===== src/rtl/core/ujac_pkg.sv =====
// Shared types, widths, constants and helper functions for the unicycle Jacobian unit.
`timescale 1ns / 1ps

package ujac_pkg;

  // Number of entries in the arctangent table.
  localparam int unsigned AtanTableLen = 24;
  localparam int unsigned CordicStagesDefault = 16;

  // Widths of the internal datapath.
  localparam int unsigned AngleW = 35;  // Q.30 angle before folding
  localparam int unsigned ZW     = 33;  // Q.30 residual angle inside the CORDIC
  localparam int unsigned XW     = 33;  // Q.30 CORDIC vector components
  localparam int unsigned TrigW  = 32;  // clamped Q.30 sine and cosine
  localparam int unsigned VdtW   = 33;  // speed times time step
  localparam int unsigned WideW  = 65;  // widest product

  localparam logic signed [AngleW-1:0] PiQ30     = 35'sd3373259426;
  localparam logic signed [AngleW-1:0] HalfPiQ30 = 35'sd1686629713;
  localparam logic signed [AngleW-1:0] TwoPiQ30  = 35'sd6746518852;
  localparam logic signed [XW-1:0]     GainQ30   = 33'sd652032875;
  localparam logic signed [XW-1:0]     OneQ30    = 33'sd1073741824;

  localparam logic [15:0] TimeStepReset = 16'd655;

  // Operand set that travels alongside the rotating vector.
  typedef struct packed {
    logic               flip;
    logic signed [15:0] speed;
    logic signed [32:0] speed_dt;
    logic signed [15:0] turn_rate;
    logic signed [15:0] accel;
    logic [15:0]        time_step;
  } side_t;

  // Rounded Q.30 value of atan(2^-idx).
  function automatic logic signed [ZW-1:0] atan_q30(input int unsigned idx);
    logic signed [ZW-1:0] r;
    case (idx)
      0:       r = 33'sd843314857;
      1:       r = 33'sd497837829;
      2:       r = 33'sd263043837;
      3:       r = 33'sd133525159;
      4:       r = 33'sd67021687;
      5:       r = 33'sd33543516;
      6:       r = 33'sd16775851;
      7:       r = 33'sd8388437;
      8:       r = 33'sd4194283;
      9:       r = 33'sd2097149;
      10:      r = 33'sd1048576;
      11:      r = 33'sd524288;
      12:      r = 33'sd262144;
      13:      r = 33'sd131072;
      14:      r = 33'sd65536;
      15:      r = 33'sd32768;
      16:      r = 33'sd16384;
      17:      r = 33'sd8192;
      18:      r = 33'sd4096;
      19:      r = 33'sd2048;
      20:      r = 33'sd1024;
      21:      r = 33'sd512;
      22:      r = 33'sd256;
      23:      r = 33'sd128;
      default: r = '0;
    endcase
    return r;
  endfunction

  // Saturate a wide signed value to 16 signed bits.
  function automatic logic signed [15:0] sat16(input logic signed [WideW-1:0] v);
    logic signed [15:0] r;
    if (v > 65'sd32767) begin
      r = 16'sh7fff;
    end else if (v < -65'sd32768) begin
      r = 16'sh8000;
    end else begin
      r = v[15:0];
    end
    return r;
  endfunction

  // Saturate a wide signed value to 17 signed bits.
  function automatic logic signed [16:0] sat17(input logic signed [WideW-1:0] v);
    logic signed [16:0] r;
    if (v > 65'sd65535) begin
      r = 17'sh0ffff;
    end else if (v < -65'sd65536) begin
      r = 17'sh10000;
    end else begin
      r = v[16:0];
    end
    return r;
  endfunction

endpackage


===== src/rtl/core/ujac_range_reduce.sv =====
// Two-stage angle range reduction that also forms speed times time step.
`timescale 1ns / 1ps

module ujac_range_reduce (
  input  logic                       clk_i,
  input  logic                       rst_ni,
  input  logic                       valid_i,
  input  logic signed [15:0]         heading_i,
  input  logic signed [15:0]         speed_i,
  input  logic signed [15:0]         turn_rate_i,
  input  logic signed [15:0]         accel_i,
  input  logic [15:0]                time_step_i,
  output logic                       valid_o,
  output logic signed [ujac_pkg::ZW-1:0] z_o,
  output ujac_pkg::side_t            side_o
);
  import ujac_pkg::*;

  logic                     valid1_q, valid2_q;
  logic signed [AngleW-1:0] z_in;
  logic signed [AngleW-1:0] z1_d, z1_q;
  logic signed [AngleW-1:0] z2_d;
  logic signed [ZW-1:0]     z2_q;
  side_t                    side1_d, side1_q, side2_d, side2_q;

  // Stage one: scale Q3.12 to Q.30 and wrap into [-pi, pi].
  assign z_in = {heading_i[15], heading_i, 18'b0};

  always_comb begin
    if (z_in > PiQ30) begin
      z1_d = z_in - TwoPiQ30;
    end else if (z_in < -PiQ30) begin
      z1_d = z_in + TwoPiQ30;
    end else begin
      z1_d = z_in;
    end
    side1_d           = '0;
    side1_d.speed     = speed_i;
    side1_d.speed_dt  = 33'(speed_i) * 33'($signed({1'b0, time_step_i}));
    side1_d.turn_rate = turn_rate_i;
    side1_d.accel     = accel_i;
    side1_d.time_step = time_step_i;
  end

  // Stage two: fold into [-pi/2, pi/2], remembering the sign flip.
  always_comb begin
    side2_d = side1_q;
    if (z1_q > HalfPiQ30) begin
      z2_d         = z1_q - PiQ30;
      side2_d.flip = 1'b1;
    end else if (z1_q < -HalfPiQ30) begin
      z2_d         = z1_q + PiQ30;
      side2_d.flip = 1'b1;
    end else begin
      z2_d         = z1_q;
      side2_d.flip = 1'b0;
    end
  end

  always_ff @(posedge clk_i or negedge rst_ni) begin
    if (!rst_ni) begin
      valid1_q <= 1'b0;
      valid2_q <= 1'b0;
    end else begin
      valid1_q <= valid_i;
      valid2_q <= valid1_q;
    end
  end

  always_ff @(posedge clk_i) begin
    z1_q    <= z1_d;
    side1_q <= side1_d;
    z2_q    <= z2_d[ZW-1:0];
    side2_q <= side2_d;
  end

  assign valid_o = valid2_q;
  assign z_o     = z2_q;
  assign side_o  = side2_q;

endmodule


===== config.mk =====
export PLATFORM = sky130hd
export DESIGN_NAME = ujac_range_reduce
export DESIGN_NICKNAME = d
export VERILOG_FILES = /design/src/rtl/core/ujac_pkg.sv /design/src/rtl/core/ujac_range_reduce.sv
export SDC_FILE = /design/constraint.sdc
export NUM_CORES = 1
export LEC_CHECK = 0
export BUFFER_PORTS_ARGS = -buffer_cell sky130_fd_sc_hd__buf_2
export CAP_MARGIN = 40
export CORE_ASPECT_RATIO = 1.25
export CORE_MARGIN = 5
export CORE_UTILIZATION = 24
export CTS_BUF_LIST = sky130_fd_sc_hd__clkbuf_2 sky130_fd_sc_hd__clkbuf_4 sky130_fd_sc_hd__clkbuf_8
export CTS_CLUSTER_SIZE = 12
export DETAILED_ROUTE_END_ITERATION = 6
export PLACE_DENSITY_LB_ADDON = 0.15
export SYNTH_ARGS = -nofsm -noshare
export SYNTH_HDL_FRONTEND = slang
export SYNTH_SLANG_ARGS = --single-unit

===== constraint.sdc =====
create_clock -name clk_i -period 3.75 [get_ports clk_i]
set_clock_uncertainty 0.1 [all_clocks]
set_input_delay 0.75 -clock clk_i [delete_from_list [all_inputs] [get_ports clk_i]]
set_output_delay 0.75 -clock clk_i [all_outputs]
set_load 0.05 [all_outputs]

# Word-level counts from Yosys, hierarchy flattened

Cells that the tools add are included.

Add/subtract/negate cells: 4
Multipliers: 1
Order comparisons: 4
Muxes and demuxes: 5

Operators with widths:

| kind                                                         | count |
|---|---|
| two-way mux 35 bit                                           | 2 |
| two-way mux 33 bit                                           | 2 |
| adder 34 x 34 -> 35 bit, second input constant               | 1 |
| > comparator 35 x 32 -> 1 bit, second input constant         | 1 |
| less-than comparator 35 x 32 -> 1 bit, second input constant | 1 |
| subtractor 34 x 34 -> 35 bit, second input constant          | 1 |
| > comparator 34 x 33 -> 1 bit, second input constant         | 1 |
| less-than comparator 34 x 33 -> 1 bit, second input constant | 1 |
| adder 33 bit, second input constant                          | 1 |
| multiplier 16 x 17 -> 33 bit                                 | 1 |
| subtractor 33 bit, second input constant                     | 1 |
| two-way mux 1 bit                                            | 1 |

Register bits after elaboration: 265
Bits of input ports: 83

# Depth between registers and ports, before layout

Depth after elaboration: 3
Depth in mapped cells: 23
Gate-level depth less buffers: 22

# Worst setup path after synthesis

No wires, ideal clock.

Path kind: input port to flip-flop
Start: input speed_i[12]
End: register side1_q[78] in the netlist's numbering
Setup time: 79 ps
Data arrival time: 6455 ps
Data required time: 3571 ps
Setup slack: -2884 ps
Cell stages on the path: 21
Path through: clkbuf_1 -> nand2_1 -> fa_1 -> inv_1 -> fa_1 -> fa_1 -> fa_1 -> fa_1 -> inv_1 -> fa_1 -> inv_1 -> ha_1 -> buf_6 -> a21o_1 -> a21o_1 -> a21o_1 -> a221o_1 -> nor2b_4 -> a211oi_4 -> or4b_1 -> o211ai_1

RTL lines:

| what                   | line                    | source |
|---|---|---|
| start: declaration     | ujac_range_reduce.sv:9  | `input logic signed [15:0] speed_i,` |
| end signal: assignment | ujac_range_reduce.sv:72 | `side1_q <= side1_d;` |
| end: declaration       | ujac_range_reduce.sv:24 | `side_t side1_d, side1_q, side2_d, side2_q;` |

==> results.ini <==
[placement]
hpwl_um=36000
io_buffers=213
dp_slack_ns=-2.84
place_congestion=0.839

[setup_path]
r2r-start=z1_q[14]
r2r-end=z_o[5]
critical_path_buf_inv_count=5
crit_path_frequent_cell=inv_2
end_kind=flop
path_cells=buf_12 -> and2_4 -> fa_1 -> inv_2 -> fa_2 -> inv_2 -> fa_1 -> fa_2 -> fa_1 -> inv_2 -> fa_2 -> inv_2 -> ha_4 -> a21o_1 -> a21o_1 -> a21o_1 -> a221o_1 -> nor2b_4 -> a211oi_4 -> or4b_1 -> o211ai_1
path_class=in -> reg
slowest_delay_ns=0.55
cp.arrival_ns=6.21
crit_fanout=6
critical_path_required_ns=4.14
cp_num_cells=21
worstSetupStartpoint=time_step_i[12]
reg2reg_depth=10
slowest_stage=fa_1
r2r_setup_slack_ns=0.58
start_kind=input port
critical_path.endpoint=side1_q[78]
crit_family=adder cells

[flow_run]
max_cap_violations=0

[clocking]
clkLatencyLatePin_ns=0.59
clk_pin_slew_worst_paths_ns=0.06
cts_tree=built
cts_root_buf=clkbuf_8
cts_made_buffers=44
clock_sinks=242
clockBufferDepth=3
cts_max_level=2

[synthesis]
yosys.area.top_type=dfxtp_1
netlist_top_cells_area=dfxtp_1, fa_1, ha_1
syn-cell-area_sq_um=15500
ys_ff_latch=242
yosys_warnings=0
synth_cell_types=63
synth_edf_count=0
async_reset_ff_share_pct=0.826
synth_top_area_share_pct=31.1
ys_seq_area_share_pct=31.4
synth-main-ff-cell=dfxtp_1
syn-mean-instance-area_sq_um=9.93
syn_nets=1970
syn_inst=1557

[sta]
final_max_slew_viol_count=0
slew-limit-headroom_pct=55.4
worst-slew-pin-transition_ns=0.664
rsz0062_at_grt=yes
clock.fmax_ghz=0.172
fin_ws_ns=-2.07
period_minus_slack_ns=5.82
setup_violations=27
hold_viol=0
finalCritPeriodShare_pct=155

[floorplan]
num_rows=104
coreArea_sq_um=64200
die_y_um=294
initial_core_util_pct=24.1
io-pin-count=215
die_area_sq_um=69700
die_w_um=237

[run_status]
violations=setup timing
outcome=finished, violations left

[grt]
grt_pass1_wl_um=70900
grt_pass1_vias=12927
grt_max_degree=22
grt-ovfl-total=0
grt_usage_pct=12.8
antenna_found_initial=1

[routing]
vias=11779
wl_met1_um=17700
viasPerCell=4.15
drt_wl_total_um=44500
dr.pass1.iters=5
top_layer_used=met4
ant_nets=0
dr.first_iter.drc_count=452
drc_errors=0
wl_met3_um=2060
dr_wl_met2_um=23700
routedWlPerCell_um=15.7

[min_path]
hold_class=in -> reg

[finish]
drive_above_1_share_pct=35.1
mostFrequentLayoutCell=inv_1
mostFrequentLayoutCells=inv_1, dfxtp_1, buf_2
nNetsFinal=2368
syn2layout_area_growth_pct=38.1

==> what timing repair did <==
| item | in CTS | in global routing |
|---|---|---|
| hold buffers | 1 | 0 |
| endpoints found under the setup margin | 26 | 27 |
| pin swaps | 124 | 57 |
| cloned | 1 | 0 |
| gates resized for setup | 276 | 56 |
| setup buffers | 36 | 10 |
| endpoints found under the hold margin | 2 | 0 |
==> flip-flops by register name, summed over array words and instances (netlist names) <==
name,flops
z_o,26
z1_q,20
side_o,97
valid1_q,1
valid_o,1
side1_q,97
==> cells by family (layout without fill, tap and decap cells) <==
group / count (synthesis) / after routing / share of synthesized area, %
AND/OR/NAND/NOR: 388 / 388 / 12.3
XOR/XNOR: 60 / 60 / 3.40
adder cells (fa/ha/maj): 330 / 330 / 36.1
buffers and inverters: 352 / 784 / 8.87
other: 1 / 2 / 0.0242
multiplexers: 5 / 5 / 0.340
flip-flops: 242 / 242 / 31.4
AO/OA/AOI/OAI: 179 / 179 / 7.54
==> metrics by stage <==
stage                     utilization [%]  hold slack [ns]  setup TNS, ns  cells  area (sq um)
after CTS                            33.0           0.0690         -34.82   2834         21200
after global placement               29.3            0.210         -60.71   2718         18800
after floorplan                         -            0.210         -44.74   1557         15800
after global routing                 33.3           0.0828         -38.58   2838         21400
final                                33.3            0.158         -36.35   2838         21400
after detailed placement             29.3            0.212         -61.30   2718         18800
==> cells in the mapped netlist, types with 3 or more instances <==
cell      count
inv_1       280
dfxtp_1     240
fa_1        194
nand2_1     173
ha_1        136
and2_1      117
clkbuf_1     56
a21oi_1      54
xnor2_1      42
o21ai_0      33
nor2_1       30
nand3_1      20
a21o_1       18
xor2_1       18
a31oi_1      10
nand2b_1     10
buf_4         9
nand4_1       8
nor3_1        8
o211ai_1      6
o21a_1        6
a211oi_1      5
a22oi_1       5
and3_1        5
a211o_1       4
a32oi_1       4
o21bai_1      4
o22ai_1       4
or2_2         4
a311oi_1      3
a31o_2        3
mux2i_1       3
nor4_1        3
==> metal layers <==
| layer | vias up | global-route usage [%] |
|---|---|---|
| li1 | 5617 | - |
| met1 | 5858 | 14.9 |
| met2 | 238 | 24.0 |
| met3 | 66 | 2.48 |
| met4 | 0 | 3.55 |
| met5 | - | 0 |
==> cell type report <==
class / count / area (sq um)
tap: 848 / 1060
inverter: 282 / 1070
multi-input combinational: 963 / 10200
clock buffer: 61 / 790
fill: 6622 / 42800
clock inverter: 19 / 199
timing repair buffer: 422 / 3230
antenna: 1 / 2.50
sequential: 242 / 4850
==> how the worst min path moves through the flow <==
stage | to | cells after the start | slack [ns] | start
2_1_floorplan | side_o[0] | 0 | 0.21 | side1_q[0]
3_3_place_gp | side_o[21] | 0 | 0.21 | side1_q[21]
3_5_place_dp | side_o[13] | 0 | 0.21 | side1_q[13]
4_1_cts | side1_q[32] | 1 | 0.07 | turn_rate_i[0]
5_1_grt | side1_q[23] | 1 | 0.08 | accel_i[7]
6_report | side1_q[32] | 1 | 0.16 | turn_rate_i[0]
Power is left out: the tool's default activity adds up to more than one toggle a clock period on the data nets, which glitch-free logic cannot reach.
