## src/rtl/core/ujac_pkg.sv

```systemverilog
// Shared types, widths, constants and helper functions for the unicycle Jacobian unit.
`timescale 1ns / 1ps

package ujac_pkg;

  // Number of entries in the arctangent table.
  localparam int unsigned AtanTableLen = 24;
  localparam int unsigned CordicStagesDefault = 16;

  // Widths of the internal datapath.
  localparam int unsigned AngleW = 35;  // Q.30 angle before folding
  localparam int unsigned ZW     = 33;  // Q.30 residual angle inside the CORDIC
  localparam int unsigned XW     = 33;  // Q.30 CORDIC vector components
  localparam int unsigned TrigW  = 32;  // clamped Q.30 sine and cosine
  localparam int unsigned VdtW   = 33;  // speed times time step
  localparam int unsigned WideW  = 65;  // widest product

  localparam logic signed [AngleW-1:0] PiQ30     = 35'sd3373259426;
  localparam logic signed [AngleW-1:0] HalfPiQ30 = 35'sd1686629713;
  localparam logic signed [AngleW-1:0] TwoPiQ30  = 35'sd6746518852;
  localparam logic signed [XW-1:0]     GainQ30   = 33'sd652032875;
  localparam logic signed [XW-1:0]     OneQ30    = 33'sd1073741824;

  localparam logic [15:0] TimeStepReset = 16'd655;

  // Operand set that travels alongside the rotating vector.
  typedef struct packed {
    logic               flip;
    logic signed [15:0] speed;
    logic signed [32:0] speed_dt;
    logic signed [15:0] turn_rate;
    logic signed [15:0] accel;
    logic [15:0]        time_step;
  } side_t;

  // Rounded Q.30 value of atan(2^-idx).
  function automatic logic signed [ZW-1:0] atan_q30(input int unsigned idx);
    logic signed [ZW-1:0] r;
    case (idx)
      0:       r = 33'sd843314857;
      1:       r = 33'sd497837829;
      2:       r = 33'sd263043837;
      3:       r = 33'sd133525159;
      4:       r = 33'sd67021687;
      5:       r = 33'sd33543516;
      6:       r = 33'sd16775851;
      7:       r = 33'sd8388437;
      8:       r = 33'sd4194283;
      9:       r = 33'sd2097149;
      10:      r = 33'sd1048576;
      11:      r = 33'sd524288;
      12:      r = 33'sd262144;
      13:      r = 33'sd131072;
      14:      r = 33'sd65536;
      15:      r = 33'sd32768;
      16:      r = 33'sd16384;
      17:      r = 33'sd8192;
      18:      r = 33'sd4096;
      19:      r = 33'sd2048;
      20:      r = 33'sd1024;
      21:      r = 33'sd512;
      22:      r = 33'sd256;
      23:      r = 33'sd128;
      default: r = '0;
    endcase
    return r;
  endfunction

  // Saturate a wide signed value to 16 signed bits.
  function automatic logic signed [15:0] sat16(input logic signed [WideW-1:0] v);
    logic signed [15:0] r;
    if (v > 65'sd32767) begin
      r = 16'sh7fff;
    end else if (v < -65'sd32768) begin
      r = 16'sh8000;
    end else begin
      r = v[15:0];
    end
    return r;
  endfunction

  // Saturate a wide signed value to 17 signed bits.
  function automatic logic signed [16:0] sat17(input logic signed [WideW-1:0] v);
    logic signed [16:0] r;
    if (v > 65'sd65535) begin
      r = 17'sh0ffff;
    end else if (v < -65'sd65536) begin
      r = 17'sh10000;
    end else begin
      r = v[16:0];
    end
    return r;
  endfunction

endpackage

```

## src/rtl/core/ujac_cordic_cell.sv

```systemverilog
// One rotation-mode CORDIC cell with its own output register.
`timescale 1ns / 1ps

module ujac_cordic_cell #(
  parameter int unsigned                     Shift = 0,
  parameter logic signed [ujac_pkg::ZW-1:0]  Atan  = '0
) (
  input  logic                               clk_i,
  input  logic                               rst_ni,
  input  logic                               valid_i,
  input  logic signed [ujac_pkg::XW-1:0]     x_i,
  input  logic signed [ujac_pkg::XW-1:0]     y_i,
  input  logic signed [ujac_pkg::ZW-1:0]     z_i,
  input  ujac_pkg::side_t                    side_i,
  output logic                               valid_o,
  output logic signed [ujac_pkg::XW-1:0]     x_o,
  output logic signed [ujac_pkg::XW-1:0]     y_o,
  output logic signed [ujac_pkg::ZW-1:0]     z_o,
  output ujac_pkg::side_t                    side_o
);
  import ujac_pkg::*;

  logic                 valid_q;
  logic signed [XW-1:0] x_sh, y_sh, x_d, y_d, x_q, y_q;
  logic signed [ZW-1:0] z_d, z_q;
  side_t                side_q;

  assign x_sh = x_i >>> Shift;
  assign y_sh = y_i >>> Shift;

  // Rotate toward zero residual angle.
  always_comb begin
    if (!z_i[ZW-1]) begin
      x_d = x_i - y_sh;
      y_d = y_i + x_sh;
      z_d = z_i - Atan;
    end else begin
      x_d = x_i + y_sh;
      y_d = y_i - x_sh;
      z_d = z_i + Atan;
    end
  end

  always_ff @(posedge clk_i or negedge rst_ni) begin
    if (!rst_ni) begin
      valid_q <= 1'b0;
    end else begin
      valid_q <= valid_i;
    end
  end

  always_ff @(posedge clk_i) begin
    x_q    <= x_d;
    y_q    <= y_d;
    z_q    <= z_d;
    side_q <= side_i;
  end

  assign valid_o = valid_q;
  assign x_o     = x_q;
  assign y_o     = y_q;
  assign z_o     = z_q;
  assign side_o  = side_q;

endmodule

```

## config.mk

```make
export PLATFORM = sky130hd
export DESIGN_NAME = ujac_cordic_cell
export DESIGN_NICKNAME = d
export VERILOG_FILES = /design/src/rtl/core/ujac_pkg.sv /design/src/rtl/core/ujac_cordic_cell.sv
export SDC_FILE = /design/constraint.sdc
export NUM_CORES = 1
export LEC_CHECK = 0
export ABC_AREA = 1
export BUFFER_PORTS_ARGS = -buffer_cell sky130_fd_sc_hd__buf_2
export CELL_PAD_IN_SITES_DETAIL_PLACEMENT = 1
export CELL_PAD_IN_SITES_GLOBAL_PLACEMENT = 2
export CORE_MARGIN = 1.5
export CORE_UTILIZATION = 24
export DETAILED_ROUTE_END_ITERATION = 10
export PLACE_DENSITY_LB_ADDON = 0.1
export RECOVER_POWER = 100
export REMOVE_ABC_BUFFERS = 1
export SYNTH_ARGS = -nofsm -noshare
export SYNTH_HDL_FRONTEND = slang
export SYNTH_SLANG_ARGS = --single-unit
```

## constraint.sdc

```tcl
create_clock -name clk_i -period 0.8 [get_ports clk_i]
set_input_delay 0 -clock clk_i [delete_from_list [all_inputs] [get_ports clk_i]]
set_output_delay 0 -clock clk_i [all_outputs]
set_load 0.01 [all_outputs]
```

Yosys cells after proc, flatten, opt, wreduce, memory -nomap -nowiden. Index checks and enable logic that the tools add are counted. W data, S select, Z words.

Register bits after elaboration: 198. Input bits: 200. Output and inout bits: 198. Word-level logic and storage cells: 15.

Add/sub/neg operators: 3. Mux-type cells: 2.

Operators with widths (number): $mux W33 (2); $sub A33 B33 Y33 (2); $add A33 B33 Y33 (1).

Logic depth before layout (Yosys ltp). Gate-level depths: netlist of run 1.

Word-level depth: 2. Gate-level depth with buffers: 16. Mapped depth without buffers: 15.

Worst setup path after synthesis of run 1. OpenSTA, ideal clock, no wires.

Path type: in2reg. Start point: input x_i[0] in the netlist's numbering. End point: register x_q[32] (netlist: x_o[32]). Setup time: 0.113 ns. Arrival time: 1.475 ns. Data required time: 0.687 ns. Setup slack: -0.788 ns. Stages: 13. Buffers on the path: 0. Cells stage by stage: inv_1 ha_1 fa_1 o21ai_1 nand2_1 nand2_1 nand2_1 nand2_1 nand2_1 nand2_1 nand2_1 nand3_1 nand2_1.

Word-level cells in the longest chain between the ends: 2. Elaborated cells between the ends (all ways): 3. Those cells by class: 2 x add/sub; 1 x mux.

Ends and longest elaborated chain: start: declaration (line ujac_cordic_cell.sv:11) `input logic signed [ujac_pkg::XW-1:0] x_i,`; $sub A33 B33 Y33 or $add A33 B33 Y33 (tied branches) (line ujac_cordic_cell.sv:34, ujac_cordic_cell.sv:38); $mux W33 (*) (line ujac_cordic_cell.sv:33) `if (!z_i[ZW-1]) begin`; named net x_d[32] (line ujac_cordic_cell.sv:24) `logic signed [XW-1:0] x_sh, y_sh, x_d, y_d, x_q, y_q;`; end signal: assignment (line ujac_cordic_cell.sv:53) `x_q <= x_d;`; end: declaration (line ujac_cordic_cell.sv:24).

Mark *: on every way through the listed nets, which the timed path passes. The rest lies on a longest branch.

Worst setup path in the final report of run 1.
Start point: input x_i[6] in the netlist's numbering. End point: register y_q[15] (netlist: y_o[15]).

Word-level cells in the longest chain between the ends: 2. Elaborated cells between the ends (all ways): 3. Those cells by class: 2 x add/sub; 1 x mux.

Ends and longest elaborated chain: $add A33 B33 Y33 or $sub A33 B33 Y33 (tied branches) (line ujac_cordic_cell.sv:35, ujac_cordic_cell.sv:39); $mux W33 (*) (line ujac_cordic_cell.sv:33); named net y_d[15] (line ujac_cordic_cell.sv:24); end signal: assignment (line ujac_cordic_cell.sv:54) `y_q <= y_d;`; end: declaration (line ujac_cordic_cell.sv:24).

Marked as above.

==> flow_summary.toml, run 1 <==
[sta]
slew_viol_final = 0
max_freq_mhz = 808.1
worst_hold_slack_ns = -0.03807
report.final.hold_viol_count = 4
report.final.setup_viol = 259
slew_headroom_pct = 75.17
final_period_util_pct = 154.7
tns_ns = -44.15
tightest_slew_ns = 0.3712
rsz0062_at_grt = "true"
worst_slack_ns = -0.4375
period_minus_ws_final_ns = 1.238

[hold_path]
holdCritPathClass = "in -> reg"

[routing]
vias = 14332
detail_route.drc_violations = 0
wl_microns = 62200
initial_detailed_routing_violation_count = 363
wire_per_inst_microns = 19.10
antenna_left = 0
number_of_optimization_iterations_in_the_first_detailed_route_pass = 5
avg_vias_per_cell = 4.402

[power_and_ir_drop]
combPwrFrac_pct = 42.0
power.switching_fraction_pct = 36.83
switching_power_of_the_nets_w = 0.01319
share_clk_of_total_power_pct = 26.2
power_density_nw_per_um2 = 1527
seq_power_share_pct = 31.8
p_leak_nw = 11.79
intPower_w = 0.02261
irDropWorstVdd_v = 0.001593
total_power_w = 0.03580

[clock_tree]
cts.reportedPaths.clkPinSlew_ns = 0.08
hold_buffers = 134
cts.sinks = 197
cts_root_buf = "clkbuf_16"
clockBufferDepth = 2
h-tree-depth = 4
cts_tree = "built"
cts_made_buffers = 17

[cells_and_area]
areaGrowthSynthToFinish_pct = 103.0
nNetsFinal = 2932
layout-drive-gt1-share_pct = 60.42
finish.utilization_pct = 49.21
layoutNonFillerInstCount = 3256

[synthesis]
yosys_warnings = 0
synth_area_sq_um = 11550
synth-seq-area-share_pct = 34.19
post_synthesis_cell_type_count = 33
syn_area_per_cell_sq_um = 6.540
instance_count_of_the_mapped_netlist = 1766
yosys_reg_bits = 197

[critical_path]
crit_slowest_cell = "ha_4"
cp-start-kind = "input port"
timing.critical_path.fanout_max = 4
timing.critical_path.required_ns = 1.15
critical-path-max-stage-delay_ns = 0.21
crit_arrival_ns = 1.58
timing.critical_path.buf_inv = 4
timing.setup.critical_path_class = "in -> reg"
end_kind = "flop"
ordered_list_of_cells_on_the_worst_path = "buf_8, inv_4, ha_4, buf_8, nor2_4, buf_6, nand4_1, nand2_2, nand2_2, nand2_4, xor2_2, o21ai_1"
critical-path-top-delay-family = "simple AND/OR/NAND/NOR gates"

[die]
core.rowCount = 80
die_w_microns = 222.4
initial_core_util_pct = 24.24
design.portCount = 398
floorplan.core_area_sq_um = 47650
die_height_microns = 222.4
fp.dieArea_sq_um = 49450

[place]
hpwl_microns = 45580
numPortBuffers = 397
dp_cells = 3024
place.gp.congestion = 0.8524

[grt]
groute.usage.overall_pct = 24.02
grt_remaining_overflow = 0
grt_antenna_before_repair = 3
grt_pass1_wl_microns = 90380
grt_start_max_net_pins = 43
grt_pass1_vias = 15624

[outcome]
status = "finished, violations left"
violations_in_the_final_reports = "negative hold slack, negative setup slack"

[flow_run]
cap_viol_max_count = 0
## state kept, by name, summed over array words and instances (netlist names)
| register | cells |
|---|---|
| side_o | 98 |
| valid_o | 1 |
| x_o | 32 |
| y_o | 33 |
| z_o | 33 |
## final timing paths
path	slack, ns	depth (start not counted)	startpoint	end
hold / removal	-0.04	4	x_i[1]	x_o[1]$_DFF_P_
max in group asynchronous	0.30	3	rst_ni	valid_o$_DFF_PN0_
min in group asynchronous	0.40	3	rst_ni	valid_o$_DFF_PN0_
setup / recovery	-0.44	12	x_i[6]	y_o[15]$_DFF_P_
## cells in the mapped netlist, drive strengths merged
| master | n | share of area, % |
|---|---|---|
| dfrtp | 1 | 0.22 |
| nor2 | 155 | 5.1 |
| dfxtp | 196 | 34 |
| nor3 | 6 | 0.26 |
| buf | 36 | 1.9 |
| nand4 | 13 | 0.70 |
| fa | 3 | 0.52 |
| inv | 318 | 10 |
| clkbuf | 7 | 0.23 |
| o21bai | 15 | 0.97 |
| a31oi | 2 | 0.11 |
| o22ai | 8 | 0.43 |
| ha | 104 | 11 |
| mux2i | 1 | 0.087 |
| nand3 | 143 | 6.2 |
| or2 | 3 | 0.16 |
| o211ai | 4 | 0.26 |
| o31ai | 2 | 0.13 |
| xor2 | 24 | 1.8 |
| a21oi | 72 | 3.2 |
| nand2 | 581 | 19 |
| and2 | 7 | 0.38 |
| o21ai | 65 | 2.8 |
## power by group through the flow
stage                     logic, W  clock network (W)  registers (W)
after detailed placement   0.00990                  0         0.0113
after global placement     0.00979                  0         0.0112
after CTS                   0.0133            0.00962         0.0112
after floorplan            0.00399                  0         0.0117
after global routing        0.0162             0.0100         0.0115
final                       0.0150            0.00938         0.0114
## stage by stage
stage	worst slack, ns	hold slack [ns]	instance area (sq um)
6_report	-0.4375	-0.03807	23450
5_1_grt	-0.4844	-0.04031	23450
4_1_cts	-0.3633	-0.1038	21450
3_5_place_dp	-1.374	-0.2224	16280
3_3_place_gp	-1.380	-0.2247	16280
2_1_floorplan	-0.8157	-0.2956	11300
## logic make-up after synthesis
group	synth area share, %
xor gates and xnor gates	1.820
AOI/OAI and AO/OA	7.876
and+or+nand+nor	31.77
DFF	34.19
buffers and inverters	12.47
adders and majority gates	11.79
muxes	0.08667
## per-layer routing
layer / share of wire, % / routed length [microns] / track usage, % / vias up
li1: - / - / - / 7096
met1: 42 / 26180 / 28.67 / 6813
met2: 50 / 31280 / 42.77 / 328
met3: 4.1 / 2563 / 4.099 / 95
met4: 3.5 / 2173 / 9.217 / 0
met5: 0 / 0 / 0 / -
## layout make-up
| type | instances | area (sq um) |
|---|---|---|
| Tap cell | 615 | 769.5 |
| Fill cell | 5668 | 24200 |
| Sequential cell | 197 | 4128 |
| Clock buffer | 18 | 439.2 |
| Multi-Input combinational cell | 1208 | 9290 |
| Inverter | 318 | 1266 |
| Timing Repair Buffer | 883 | 7371 |
| Antenna cell | 3 | 7.507 |
| Clock inverter | 14 | 176.4 |
## placed cells by master (no fill, tap or decap), types with 14 or more instances in the layout
cell type | synthesis | routed
nand2_1 | 579 | 322
buf_4 | 12 | 309
buf_2 | 20 | 217
inv_1 | 317 | 213
buf_6 | 2 | 203
nand2_2 | 2 | 175
dfxtp_2 | 0 | 137
dlygate4sd3_1 | 0 | 134
nand3_1 | 142 | 94
inv_2 | 1 | 80
nand2_4 | 0 | 78
nor2_4 | 0 | 57
dfxtp_1 | 196 | 57
nor2_1 | 152 | 54
ha_1 | 104 | 51
nor2_2 | 3 | 44
nand3_2 | 1 | 40
ha_4 | 0 | 40
a21oi_2 | 1 | 37
o21ai_1 | 5 | 28
inv_4 | 0 | 21
a21oi_1 | 71 | 21
o21ai_2 | 0 | 19
o21ai_0 | 60 | 18
clkbuf_16 | 0 | 17
a21oi_4 | 0 | 14
## repair_timing
item | in CTS | in global routing
buffers inserted | 46 | 28
resized for setup | 866 | 514
gates cloned | 0 | 0
pin swaps | 190 | 168
endpoints found under the hold margin | 142 | 2
setup endpoints to repair | 260 | 260
Power figures use the tool's default switching activity.
==> inputs of run 2 (changes only) <==
--- a/config.mk
+++ b/config.mk
@@ -9,7 +9,7 @@
 export BUFFER_PORTS_ARGS = -buffer_cell sky130_fd_sc_hd__buf_2
 export CELL_PAD_IN_SITES_DETAIL_PLACEMENT = 1
 export CELL_PAD_IN_SITES_GLOBAL_PLACEMENT = 2
-export CORE_MARGIN = 1.5
+export CORE_MARGIN = 10
 export CORE_UTILIZATION = 24
 export DETAILED_ROUTE_END_ITERATION = 10
 export PLACE_DENSITY_LB_ADDON = 0.1
==> run 2 against run 1 <==
The flow still finishes with violations (negative hold slack, negative setup slack). Core utilization rose by 0.46 points. Setup slack improved by 0.0030 ns. Sequential power barely moved. Wire length rose by 9.8%. Largest cell class unchanged. Highest routed layer unchanged.
==> flow_summary.toml, run 2 (synthesis gave the netlist of run 1 again) <==
[critical_path]
critical-path-max-stage-delay_ns = 0.38
ordered_list_of_cells_on_the_worst_path = "buf_12, ha_4, fa_2, nand2_2, nand2_4, and2_4, nand3_4, nand3_4, buf_4, xor2_2, o22ai_1"
crit_slowest_cell = "fa_2"
crit_arrival_ns = 1.60
end_kind = "flop"
timing.critical_path.fanout_max = 3
timing.critical_path.required_ns = 1.16
cp-start-kind = "input port"
critical_path.most_common_cell = "nand3_4"
timing.setup.critical_path_class = "in -> reg"
critical-path-top-delay-family = "adder cells"
timing.critical_path.buf_inv = 2

[clock_tree]
cts_tree = "built"
cts_made_buffers = 17
cts_root_buf = "clkbuf_16"
cts.sinks = 197
cts.reportedPaths.clkPinSlew_ns = 0.08
h-tree-depth = 4
clockBufferDepth = 2

[cells_and_area]
fillCellCount = 5631
most_frequent_standard_cell_in_the_layout_excluding_fill_and_tap_cells = "nand2_1"
nNetsFinal = 2939
layout-drive-gt1-share_pct = 60.91
largest_reg_flops = 98
areaGrowthSynthToFinish_pct = 104.9
mostFrequentLayoutCells = "nand2_1 (298), buf_4 (297), buf_6 (231), inv_1 (221), nand2_2 (196)"

[power_and_ir_drop]
irDropWorstVdd_v = 0.001346
power_density_nw_per_um2 = 1544
total_power_w = 0.03654
p_leak_nw = 11.83

[routing]
avg_vias_per_cell = 4.407
wl_microns = 68300
vias = 14384
antenna_left = 0
number_of_optimization_iterations_in_the_first_detailed_route_pass = 4
detail_route.drc_violations = 0
wire_per_inst_microns = 20.93
initial_detailed_routing_violation_count = 435

[grt]
grt_start_max_net_pins = 34
grt_pass1_wl_microns = 95600
groute.usage.overall_pct = 22.03
grt_antenna_before_repair = 4
grt_remaining_overflow = 0
grt_pass1_vias = 15536

[sta]
slew_headroom_pct = 61.81
report.final.hold_viol_count = 2
tns_ns = -44.15
report.final.setup_viol = 260
rsz0062_at_grt = "true"
final_period_util_pct = 154.3
slew_viol_final = 0
tightest_slew_ns = 0.5668
worst_slack_ns = -0.4346
worst_hold_slack_ns = -0.03139
period_minus_ws_final_ns = 1.235
max_freq_mhz = 810.0

[flow_run]
cap_viol_max_count = 0

[die]
fp.dieArea_sq_um = 57300
design.portCount = 398
core.rowCount = 80
floorplan.core_area_sq_um = 47650
die_height_microns = 239.4
initial_core_util_pct = 24.24
die_w_microns = 239.4

[place]
numPortBuffers = 397
hpwl_microns = 50030
place.gp.congestion = 0.8798

[outcome]
violations_in_the_final_reports = "negative hold slack, negative setup slack"
status = "finished, violations left"

[hold_path]
holdCritPathClass = "in -> reg"
-- run 2: cell types whose count changed in the layout (fill, tap and decap cells not counted), moves of 6 or more --
cell and change:
buf_4 -12, nand2_4 +7, dfxtp_1 -23, dlygate4sd3_1 +6
ha_2 +6, dfxtp_2 +25, buf_2 -39, nand2_2 +21
nand2_1 -24, buf_6 +28, nor2_1 +6, clkbuf_1 +20
inv_1 +8
-- run 2: final timing paths --
kind / to / from / depth (start not counted) / slack (ns)
min: x_o[32]$_DFF_P_ / y_i[32] / 5 / -0.03
min in group asynchronous: valid_o$_DFF_PN0_ / rst_ni / 3 / 0.47
max in group asynchronous: valid_o$_DFF_PN0_ / rst_ni / 3 / 0.18
max: x_o[12]$_DFF_P_ / y_i[0] / 11 / -0.43
-- run 2: through the flow --
stage          area [sq um]  util, %  instances  setup WS, ns
2_1_floorplan         11300        -       1723       -0.8157
3_3_place_gp          16290    34.19       3022        -1.300
3_5_place_dp          16290    34.19       3022        -1.326
4_1_cts               20920    43.90       3212       -0.3885
5_1_grt               23670    49.67       3264       -0.4672
6_report              23670    49.67       3264       -0.4346
-- run 2: layer usage --
metal	wire [microns]	GRT usage, %	part of all wire (%)
met1	28550	25.76	42
met2	34540	38.96	51
met3	3017	4.195	4.4
met4	2199	8.509	3.2
met5	0	0	0
-- run 2: power breakdown --
| part | total [W] | switching, W | leakage, nW | internal, W |
|---|---|---|---|---|
| Sequential | 0.0114 | 0.000476 | 1.67 | 0.0109 |
| Clock | 0.00975 | 0.00467 | 0.307 | 0.00509 |
| Combinational | 0.0154 | 0.00813 | 9.86 | 0.00726 |
| Total | 0.0365 | 0.0133 | 11.8 | 0.0233 |
-- run 2: cell type report --
class,instances,area [sq um],area share [%]
multi-input combinational,1208,9290,39.25
timing repair buffer,890,7561,31.95
sequential,197,4151,17.54
inverter,318,1249,5.276
tap,615,769.5,3.251
clock buffer,18,429.2,1.813
clock inverter,14,207.7,0.8776
antenna,4,10.01,0.04229
-- run 2: what timing repair did --
item	CTS	global route
pin swaps	101	236
setup endpoints to repair	260	260
hold buffers	136	4
buffers inserted	26	48
gates resized for setup	749	704
hold endpoints to repair	149	4
